==> src/rtl/cft_pkg.sv <==
`default_nettype none

package cft_pkg;

   // Widest number of fields a record may carry before the index saturates.
   localparam int MAX_FIELDS = 32;

   localparam int FIELD_W = 5;
   localparam int BYTE_W  = 8;

   // The index stops at the smaller of MAX_FIELDS-1 and the largest 5-bit value.
   localparam int FIELD_CAP_INT = ((MAX_FIELDS - 1) < ((1 << FIELD_W) - 1)) ?
                                  (MAX_FIELDS - 1) : ((1 << FIELD_W) - 1);
   localparam logic [FIELD_W-1:0] FIELD_CAP = FIELD_CAP_INT[FIELD_W-1:0];

   localparam logic [BYTE_W-1:0] LINE_FEED = 8'd10;

   // Register reset values.
   localparam logic [BYTE_W-1:0] SEPARATOR_RESET = 8'd44;
   localparam logic [BYTE_W-1:0] QUOTE_RESET     = 8'd34;
   localparam logic              HEADER_RESET    = 1'b1;

   // Register indexes on the write port.
   localparam int CSR_INDEX_W = 2;
   localparam logic [CSR_INDEX_W-1:0] CSR_SEPARATOR = 2'd0;
   localparam logic [CSR_INDEX_W-1:0] CSR_QUOTE     = 2'd1;
   localparam logic [CSR_INDEX_W-1:0] CSR_HEADER    = 2'd2;

   localparam int QUEUE_DEPTH = 2;
   localparam int QUEUE_PTR_W = 1;
   localparam int QUEUE_CNT_W = 2;

   typedef enum logic [1:0] {
      MODE_PLAIN      = 2'd0,
      MODE_QUOTED     = 2'd1,
      MODE_QUOTE_SEEN = 2'd2,
      MODE_DROPPING   = 2'd3
   } mode_type;

   // A byte together with its classification against the current config.
   typedef struct packed {
      logic [BYTE_W-1:0] text_byte;
      logic              is_sep;
      logic              is_nl;
      logic              is_quote;
   } item_type;

endpackage

`default_nettype wire

==> src/rtl/cft_front.sv <==
`default_nettype none

module cft_front (
   input  wire logic [cft_pkg::BYTE_W-1:0] text_byte,
   input  wire logic [cft_pkg::BYTE_W-1:0] separator_char,
   input  wire logic [cft_pkg::BYTE_W-1:0] quote_char,
   output cft_pkg::item_type               item
);
   import cft_pkg::*;

   // Classify the byte; the back end resolves priority between the flags.
   always_comb begin
      item.text_byte = text_byte;
      item.is_sep    = (text_byte == separator_char);
      item.is_nl     = (text_byte == LINE_FEED);
      item.is_quote  = (text_byte == quote_char);
   end

endmodule

`default_nettype wire

==> src/rtl/cft_queue.sv <==
`default_nettype none

module cft_queue (
   input  wire logic                          clock,
   input  wire logic                          reset,
   input  wire logic                          push_valid,
   input  wire cft_pkg::item_type             push_item,
   output logic                               push_stall,
   output logic                               pop_valid,
   output cft_pkg::item_type                  pop_item,
   input  wire logic                          pop_take,
   output logic [cft_pkg::QUEUE_CNT_W-1:0]    count
);
   import cft_pkg::*;

   item_type                 entry_ff [QUEUE_DEPTH];
   logic [QUEUE_PTR_W-1:0]   wr_ptr_ff;
   logic [QUEUE_PTR_W-1:0]   wr_ptr_in;
   logic [QUEUE_PTR_W-1:0]   rd_ptr_ff;
   logic [QUEUE_PTR_W-1:0]   rd_ptr_in;
   logic [QUEUE_CNT_W-1:0]   count_ff;
   logic [QUEUE_CNT_W-1:0]   count_in;
   logic                     push;
   logic                     pop;

   localparam logic [QUEUE_CNT_W-1:0] FULL = QUEUE_DEPTH[QUEUE_CNT_W-1:0];
   localparam logic [QUEUE_CNT_W-1:0] ONE  = {{(QUEUE_CNT_W-1){1'b0}}, 1'b1};
   localparam logic [QUEUE_PTR_W-1:0] STEP = {{(QUEUE_PTR_W-1){1'b0}}, 1'b1};

   assign push_stall = (count_ff == FULL);
   assign pop_valid  = (count_ff != '0);
   assign pop_item   = entry_ff[rd_ptr_ff];
   assign count      = count_ff;

   assign push = push_valid && !push_stall;
   assign pop  = pop_valid && pop_take;

   always_comb begin
      wr_ptr_in = push ? wr_ptr_ff + STEP : wr_ptr_ff;
      rd_ptr_in = pop  ? rd_ptr_ff + STEP : rd_ptr_ff;
      count_in  = count_ff;
      if (push && !pop) begin
         count_in = count_ff + ONE;
      end else if (pop && !push) begin
         count_in = count_ff - ONE;
      end
   end

   always_ff @(posedge clock) begin
      if (reset) begin
         wr_ptr_ff <= '0;
         rd_ptr_ff <= '0;
         count_ff  <= '0;
      end else begin
         wr_ptr_ff <= wr_ptr_in;
         rd_ptr_ff <= rd_ptr_in;
         count_ff  <= count_in;
      end
   end

   always_ff @(posedge clock) begin
      if (push) begin
         entry_ff[wr_ptr_ff] <= push_item;
      end
   end

endmodule

`default_nettype wire

==> src/rtl/cft_back.sv <==
`default_nettype none

module cft_back (
   input  wire logic                        clock,
   input  wire logic                        reset,
   input  wire logic                        pop_valid,
   input  wire cft_pkg::item_type           pop_item,
   output logic                             pop_take,
   input  wire logic                        header_enable,
   output logic                             rsp_valid,
   input  wire logic                        rsp_stall,
   output logic                             rsp_byte_valid,
   output logic [cft_pkg::BYTE_W-1:0]       rsp_data_byte,
   output logic                             rsp_field_end,
   output logic                             rsp_record_end,
   output logic                             rsp_in_header,
   output logic [cft_pkg::FIELD_W-1:0]      rsp_field_number
);
   import cft_pkg::*;

   mode_type             mode_ff;
   mode_type             mode_in;
   logic                 header_done_ff;
   logic                 header_done_in;
   logic [FIELD_W-1:0]   field_ff;
   logic [FIELD_W-1:0]   field_in;

   logic                 emit;
   logic                 emit_byte;
   logic                 emit_field_end;
   logic                 emit_record_end;
   logic                 step;

   logic                 valid_ff;
   logic                 valid_in;
   logic                 byte_valid_ff;
   logic [BYTE_W-1:0]    data_ff;
   logic                 field_end_ff;
   logic                 record_end_ff;
   logic                 in_header_ff;
   logic [FIELD_W-1:0]   number_ff;

   // The output register frees up when it is empty or being taken this cycle.
   assign pop_take = !valid_ff || !rsp_stall;
   assign step     = pop_valid && pop_take;

   // Next quote mode.
   always_comb begin
      mode_in = mode_ff;
      case (mode_ff)
         MODE_PLAIN: begin
            if (!pop_item.is_sep && !pop_item.is_nl && pop_item.is_quote) begin
               mode_in = MODE_QUOTED;
            end
         end
         MODE_QUOTED: begin
            if (pop_item.is_quote) begin
               mode_in = MODE_QUOTE_SEEN;
            end
         end
         MODE_QUOTE_SEEN: begin
            if (pop_item.is_quote) begin
               mode_in = MODE_QUOTED;
            end else if (pop_item.is_sep || pop_item.is_nl) begin
               mode_in = MODE_PLAIN;
            end else begin
               mode_in = MODE_DROPPING;
            end
         end
         MODE_DROPPING: begin
            if (pop_item.is_sep || pop_item.is_nl) begin
               mode_in = MODE_PLAIN;
            end
         end
         default: begin
            mode_in = MODE_PLAIN;
         end
      endcase
   end

   // Result produced by the byte in the current mode.
   always_comb begin
      emit_byte       = 1'b0;
      emit_field_end  = 1'b0;
      emit_record_end = 1'b0;
      case (mode_ff)
         MODE_PLAIN: begin
            if (pop_item.is_sep) begin
               emit_field_end = 1'b1;
            end else if (pop_item.is_nl) begin
               emit_field_end  = 1'b1;
               emit_record_end = 1'b1;
            end else if (!pop_item.is_quote) begin
               emit_byte = 1'b1;
            end
         end
         MODE_QUOTED: begin
            emit_byte = !pop_item.is_quote;
         end
         MODE_QUOTE_SEEN: begin
            if (pop_item.is_quote) begin
               emit_byte = 1'b1;
            end else if (pop_item.is_sep) begin
               emit_field_end = 1'b1;
            end else if (pop_item.is_nl) begin
               emit_field_end  = 1'b1;
               emit_record_end = 1'b1;
            end
         end
         MODE_DROPPING: begin
            if (pop_item.is_sep) begin
               emit_field_end = 1'b1;
            end else if (pop_item.is_nl) begin
               emit_field_end  = 1'b1;
               emit_record_end = 1'b1;
            end
         end
         default: begin
            emit_byte = 1'b0;
         end
      endcase
      emit = emit_byte || emit_field_end;
   end

   // Field index and header tracking.
   always_comb begin
      field_in       = field_ff;
      header_done_in = header_done_ff;
      if (emit_record_end) begin
         field_in       = '0;
         header_done_in = 1'b1;
      end else if (emit_field_end && (field_ff < FIELD_CAP)) begin
         field_in = field_ff + {{(FIELD_W-1){1'b0}}, 1'b1};
      end
   end

   always_comb begin
      valid_in = valid_ff && rsp_stall;
      if (step) begin
         valid_in = emit;
      end
   end

   always_ff @(posedge clock) begin
      if (reset) begin
         mode_ff        <= MODE_PLAIN;
         header_done_ff <= 1'b0;
         field_ff       <= '0;
         valid_ff       <= 1'b0;
      end else begin
         valid_ff <= valid_in;
         if (step) begin
            mode_ff        <= mode_in;
            header_done_ff <= header_done_in;
            field_ff       <= field_in;
         end
      end
   end

   always_ff @(posedge clock) begin
      if (step && emit) begin
         byte_valid_ff <= emit_byte;
         data_ff       <= emit_byte ? pop_item.text_byte : '0;
         field_end_ff  <= emit_field_end;
         record_end_ff <= emit_record_end;
         in_header_ff  <= header_enable && !header_done_ff;
         number_ff     <= field_ff;
      end
   end

   assign rsp_valid        = valid_ff;
   assign rsp_byte_valid   = byte_valid_ff;
   assign rsp_data_byte    = data_ff;
   assign rsp_field_end    = field_end_ff;
   assign rsp_record_end   = record_end_ff;
   assign rsp_in_header    = in_header_ff;
   assign rsp_field_number = number_ff;

endmodule

`default_nettype wire

==> src/rtl/csv_field_tokenizer.sv <==
// CSV field tokenizer: splits a stream of CSV text into field bytes and marks.
//
// The req channel takes one byte of text per item. The rsp channel gives at
// most one item per byte: either an unescaped content byte, or a field end
// (with record end on a line feed), each tagged with the field index within
// the record and whether the record is the header. Opening quotes, quote
// escapes and bytes after a closing quote produce no rsp item.
// The csr port writes the separator, the quote character and the header
// enable; the user must write it only while no item is in flight, since
// the block itself does not enforce this. The req channel takes one byte
// per cycle while rsp_stall is low; a two-entry queue sits between the
// classification and the back end's state update, and the result sits
// in an output register.
// When rsp_stall is high the output register holds, the queue fills, and
// once it holds two items req_stall rises until the receiver takes a result.
// Reset (synchronous, active high) empties the queue and the output register,
// restores the default registers and starts a fresh stream whose first
// record is the header.

`default_nettype none

module csv_field_tokenizer (
   input  wire logic         clock,
   input  wire logic         reset,
   input  wire logic         req_valid,
   output logic              req_stall,
   input  wire logic [7:0]   req_text_byte,
   output logic              rsp_valid,
   input  wire logic         rsp_stall,
   output logic              rsp_byte_valid,
   output logic [7:0]        rsp_data_byte,
   output logic              rsp_field_end,
   output logic              rsp_record_end,
   output logic              rsp_in_header,
   output logic [4:0]        rsp_field_number,
   input  wire logic         csr_write_enable,
   input  wire logic [1:0]   csr_index,
   input  wire logic [7:0]   csr_write_data
);
   import cft_pkg::*;

   logic [BYTE_W-1:0]       separator_ff;
   logic [BYTE_W-1:0]       quote_ff;
   logic                    header_enable_ff;

   item_type                front_item;
   item_type                queue_item;
   logic                    queue_valid;
   logic                    queue_take;
   logic [QUEUE_CNT_W-1:0]  queue_count;

   // Configuration registers. Writes to an unused index are ignored.
   always_ff @(posedge clock) begin
      if (reset) begin
         separator_ff     <= SEPARATOR_RESET;
         quote_ff         <= QUOTE_RESET;
         header_enable_ff <= HEADER_RESET;
      end else if (csr_write_enable) begin
         case (csr_index)
            CSR_SEPARATOR: separator_ff     <= csr_write_data;
            CSR_QUOTE:     quote_ff         <= csr_write_data;
            CSR_HEADER:    header_enable_ff <= csr_write_data[0];
            default:       separator_ff     <= separator_ff;
         endcase
      end
   end

   // Front end: compare the incoming byte against the special characters.
   cft_front u_front (
      .text_byte      (req_text_byte),
      .separator_char (separator_ff),
      .quote_char     (quote_ff),
      .item           (front_item)
   );

   // Short queue so the front end keeps accepting while the back end stalls.
   cft_queue u_queue (
      .clock      (clock),
      .reset      (reset),
      .push_valid (req_valid),
      .push_item  (front_item),
      .push_stall (req_stall),
      .pop_valid  (queue_valid),
      .pop_item   (queue_item),
      .pop_take   (queue_take),
      .count      (queue_count)
   );

   // Back end: quote state machine, field counter and output register.
   cft_back u_back (
      .clock            (clock),
      .reset            (reset),
      .pop_valid        (queue_valid),
      .pop_item         (queue_item),
      .pop_take         (queue_take),
      .header_enable    (header_enable_ff),
      .rsp_valid        (rsp_valid),
      .rsp_stall        (rsp_stall),
      .rsp_byte_valid   (rsp_byte_valid),
      .rsp_data_byte    (rsp_data_byte),
      .rsp_field_end    (rsp_field_end),
      .rsp_record_end   (rsp_record_end),
      .rsp_in_header    (rsp_in_header),
      .rsp_field_number (rsp_field_number)
   );

   // A record end is always a field end as well.
   assert property (@(posedge clock) disable iff (reset)
      rsp_valid && rsp_record_end |-> rsp_field_end)
      else $error("record end without field end");

   // A result is either a content byte or an end mark, never both.
   assert property (@(posedge clock) disable iff (reset)
      rsp_valid && rsp_byte_valid |-> !rsp_field_end && !rsp_record_end)
      else $error("content byte combined with an end mark");

   // The queue never holds more than its depth, and stalls the input when full.
   assert property (@(posedge clock) disable iff (reset)
      (queue_count <= QUEUE_DEPTH[QUEUE_CNT_W-1:0]) &&
      (req_stall == (queue_count == QUEUE_DEPTH[QUEUE_CNT_W-1:0])))
      else $error("queue occupancy out of range");

   // The field index never passes its saturation point.
   assert property (@(posedge clock) disable iff (reset)
      rsp_valid |-> rsp_field_number <= FIELD_CAP)
      else $error("field index beyond its cap");

endmodule

`default_nettype wire

==> config.mk <==
export PLATFORM = sky130hd
export DESIGN_NAME = csv_field_tokenizer
export DESIGN_NICKNAME = d
export VERILOG_FILES = /design/src/rtl/cft_pkg.sv /design/src/rtl/cft_front.sv /design/src/rtl/cft_queue.sv /design/src/rtl/cft_back.sv /design/src/rtl/csv_field_tokenizer.sv
export SDC_FILE = /design/constraint.sdc
export NUM_CORES = 1
export LEC_CHECK = 0
export ABC_CLOCK_PERIOD_IN_PS = 2700
export BUFFER_PORTS_ARGS = -buffer_cell sky130_fd_sc_hd__buf_4
export CORE_ASPECT_RATIO = 0.5
export CORE_MARGIN = 5
export CORE_UTILIZATION = 56
export CTS_CLUSTER_DIAMETER = 200
export DETAILED_ROUTE_END_ITERATION = 7
export PLACE_DENSITY_LB_ADDON = 0.25
export SYNTH_ARGS = -nofsm -noshare
export SYNTH_HDL_FRONTEND = slang
export SYNTH_SLANG_ARGS = --single-unit
==> constraint.sdc <==
create_clock -name clock -period 2.7 [get_ports clock]
set_input_delay 0.27 -clock clock [delete_from_list [all_inputs] [get_ports clock]]
set_output_delay 0.27 -clock clock [all_outputs]
set_load 0.05 [all_outputs]
==> results.md <==
* Grt ovf at 0
* PortBufs at 41
* Critical path class: flip-flop to flip-flop
* CP startpoint kind: flip-flop
* DR vias/cell at 5.324
* Worst-margin pin slew at 0.5652 ns
* # clock sinks at 70
* RSZ-0062 raised after global routing: no
* FF-to-FF path depth at 7
* Met3 WL at 280 µm
* Synthesized cell area at 2973 µm²
* TritonCTS buffer count at 9
* Worst hold path type: primary input to flip-flop
* Top post-synthesis cells by count: 39 x edfxtp_1, 32 x nor2_1, 31 x dfxtp_1
* Hold depth at 3
* Period minus WS final at 2.277 ns
* Fraction of the cycle the final worst path needs at 84.32%
* P_leak at 1.403 nW
* Hold_buf cts at 0
* # setup viols final at 0
* Final #Nets at 321
* Met2 Routed Length at 2822 µm
* Post-synth net total at 273
* Main synth FF type: edfxtp_1
* Number of flops mapped to enable cells by yosys at 39
* Total GRT Usage at 18.22%
* Syn Area/Cell at 12.18 µm²
* Drt drc at 0
* Clock root cell: clkbuf_8
* HPWL Detailed at 4127 µm
* Sum Neg Setup Slack at 0 ns
* Cell with the most instances after synthesis: edfxtp_1
* Synthesis warning total at 0
* Worst VDD drop at 0.7907 mV
* Crit path max-delay family: compound AO/OA/AOI/OAI gates
* H-Tree Depth at 3
* Most used cell, CP: o21ai_1
* Async set-reset flop share out of synthesis at 0%
* Worst skew pair latency at 0.33 ns
* Top cells by area, synth: edfxtp_1 39%, dfxtp_1 21%, mux2i_1 8.4%
* Max FO, Critical Path at 9
* TritonCTS clock tree: yes
* Cell variety after synth at 45
* #FFs+latches synth at 70
* Number of core rows at 18
* Initial Util at 59.19%
* Routed Antenna Nets at 0
* CTS resizes at 0
* Hold Fails Final Rpt at 0
* Max Clk Rate at 0.4393 GHz
* Worst r2r dst: u_back.rsp_data_byte[6]$_SDFFCE_PN0P_
* Cell breakdown of the critical path: nor3b_1 -> o21ai_1 -> a311o_1 -> inv_2 -> o21ai_1 -> inv_1 -> buf_4
* Die ar. at 6954 µm²
* Top sig layer: met4
* Synth Area in Compound Gates at 7.113%
* Worst Hold End: quote_ff[5]$_SDFFE_PP1P_
* Crit path arrival time at 2.31 ns
* Slew HR at 62.20%
* Ant. Diodes at 0
* Post-synthesis sequential area ratio at 60.27%
* Vias in the first global route at 2024
* Critical Path RT at 2.73 ns
* DRT Pass-1 Iters at 4
* PwrDens at 1107 nW/µm²
* Reg clk slew, reported paths at 0.07 ns
* Layout cells sized above 1 at 22.22%
* WP depth at 7
* Final core occ at 71.25%
* Area Overhead vs Synth at 20.37%
* DR vias at 1954
* Antenna violations before repair at 0
* Internal reg-to-reg setup slack at 0.42 ns
* GPL Wtd Cong at 0.8099
* Slowest library cell on the worst path: a311o_1
* Post-Synth Simple-Gate Area at 11.87%
* Post-Synth XOR/XNOR Area at 5.892%
* Count of pins over their slew limit at 0
* Clock Skew at 0.007750 ns
* Clock Tree Buf Depth at 2
* Largest net degree at the start of global routing at 27
* Synth top area share at 39.39%
* HP Start: csr_write_data[5]
* Final WL at 5666 µm
* Status: complete, no violations
* Core area at 5022 µm²
* WP buf/inv at 3
* Area leader, netlist: edfxtp_1
* Post-synthesis mux area share at 9.259%
* Setup Buffers After CTS at 0
* Met1 wire length at 2449 µm
* Die height at 61.52 µm
* Max Cap Viol at 0
* Fill cell count at 364
* Die X at 113.0 µm
* Seq. cell area at 1792 µm²
* Footprint of the multi-input gates at 1090 µm²
* Synthesized instance count at 244
* 1st-iter DRT viols at 45
* Worst setup EP type: flip-flop
* Post-Synth Adder-Cell Area at 2.525%
* Top-Level Pins at 42
* First-pass GRT wire length at 9390 µm
* CP max stage delay at 0.50 ns
* Main combinational cell family by area after synthesis: simple AND/OR/NAND/NOR gates
* Per-cell routed wire length at 15.44 µm
## final cells by class
type	instances	share of cell area, %
Sequential cell	70	50.07
Multi-Input combinational cell	154	30.45
Timing Repair Buffer	46	9.650
Clock buffer	10	3.846
Tap cell	70	2.448
Clock inverter	6	2.378
Inverter	11	1.154
## cells in the final DEF (no fill, tap or decap), types with 3 or more instances in the layout
cell,n
xor2_1,3
o21ai_0,6
nor3b_1,5
xnor2_1,17
nand4_1,4
edfxtp_1,39
ha_1,6
and3_1,3
inv_1,9
a21oi_1,7
mux2i_1,25
a32o_1,3
clkbuf_8,10
o211ai_1,3
dfxtp_1,31
nor3_1,4
nor2_1,32
buf_4,46
nand2_1,10
## kinds of logic (layout without fill, tap and decap cells)
family	count (synthesis)	after routing
DFF	70	70
muxes	27	27
adders and majority gates	6	6
AOI/OAI and AO/OA	30	30
buffers and inverters	20	73
xor gates and xnor gates	20	20
and+or+nand+nor	71	71
## state kept, by name, indices dropped and copies added (netlist names), 2 cells and up, named ones only
signal / count
u_back.rsp_data_byte: 8
u_back.field_ff: 5
u_queue.entry_ff: 22
quote_ff: 8
u_back.rsp_field_number: 5
u_back.mode_ff: 2
separator_ff: 8
u_queue.count: 2
## tightest hold or removal path, cell delays in order
cell and delay, ns:
buf_4 0.09, mux2i_1 0.05, nand2_1 0.06
## worst max-delay path by stage
stage | slack [ns] | start | to
after floorplan | 0.53 | flip-flop | u_back.rsp_byte_valid$_DFFE_PP_
after global placement | 0.60 | flip-flop | u_back.rsp_data_byte[7]$_SDFFCE_PN0P_
after detailed placement | 0.45 | flip-flop | u_back.rsp_data_byte[5]$_SDFFCE_PN0P_
after CTS | 0.42 | flip-flop | u_back.rsp_data_byte[7]$_SDFFCE_PN0P_
after global routing | 0.22 | flip-flop | u_back.rsp_data_byte[6]$_SDFFCE_PN0P_
final | 0.42 | flip-flop | u_back.rsp_data_byte[6]$_SDFFCE_PN0P_
## layer usage
| metal | up-vias | track usage [%] |
|---|---|---|
| li1 | 970 | - |
| met1 | 936 | 20.31 |
| met2 | 38 | 33.50 |
| met3 | 10 | 5.299 |
| met4 | 0 | 8.562 |
| met5 | - | 0 |
## metrics by stage
| step | setup slack, ns | power, mW | instances | cell area, µm² | hold WS, ns |
|---|---|---|---|---|---|
| after floorplan | 0.5304 | 2.658 | 244 | 2973 | 0.3689 |
| after global placement | 0.6018 | 3.031 | 351 | 3356 | 0.4758 |
| after detailed placement | 0.4477 | 3.079 | 351 | 3356 | 0.4837 |
| after CTS | 0.4200 | 3.998 | 367 | 3578 | 0.1442 |
| after global routing | 0.2187 | 4.181 | 367 | 3578 | 0.1381 |
| final | 0.4235 | 3.961 | 367 | 3578 | 0.1608 |
## power by group
part           internal (mW)  switching (mW)  leakage (nW)
logic                  0.493            1.01         0.671
registers               1.44           0.112         0.623
clock network          0.542           0.367         0.110
total                   2.47            1.49          1.40
Note: power is estimated with default switching activity, not from simulation.
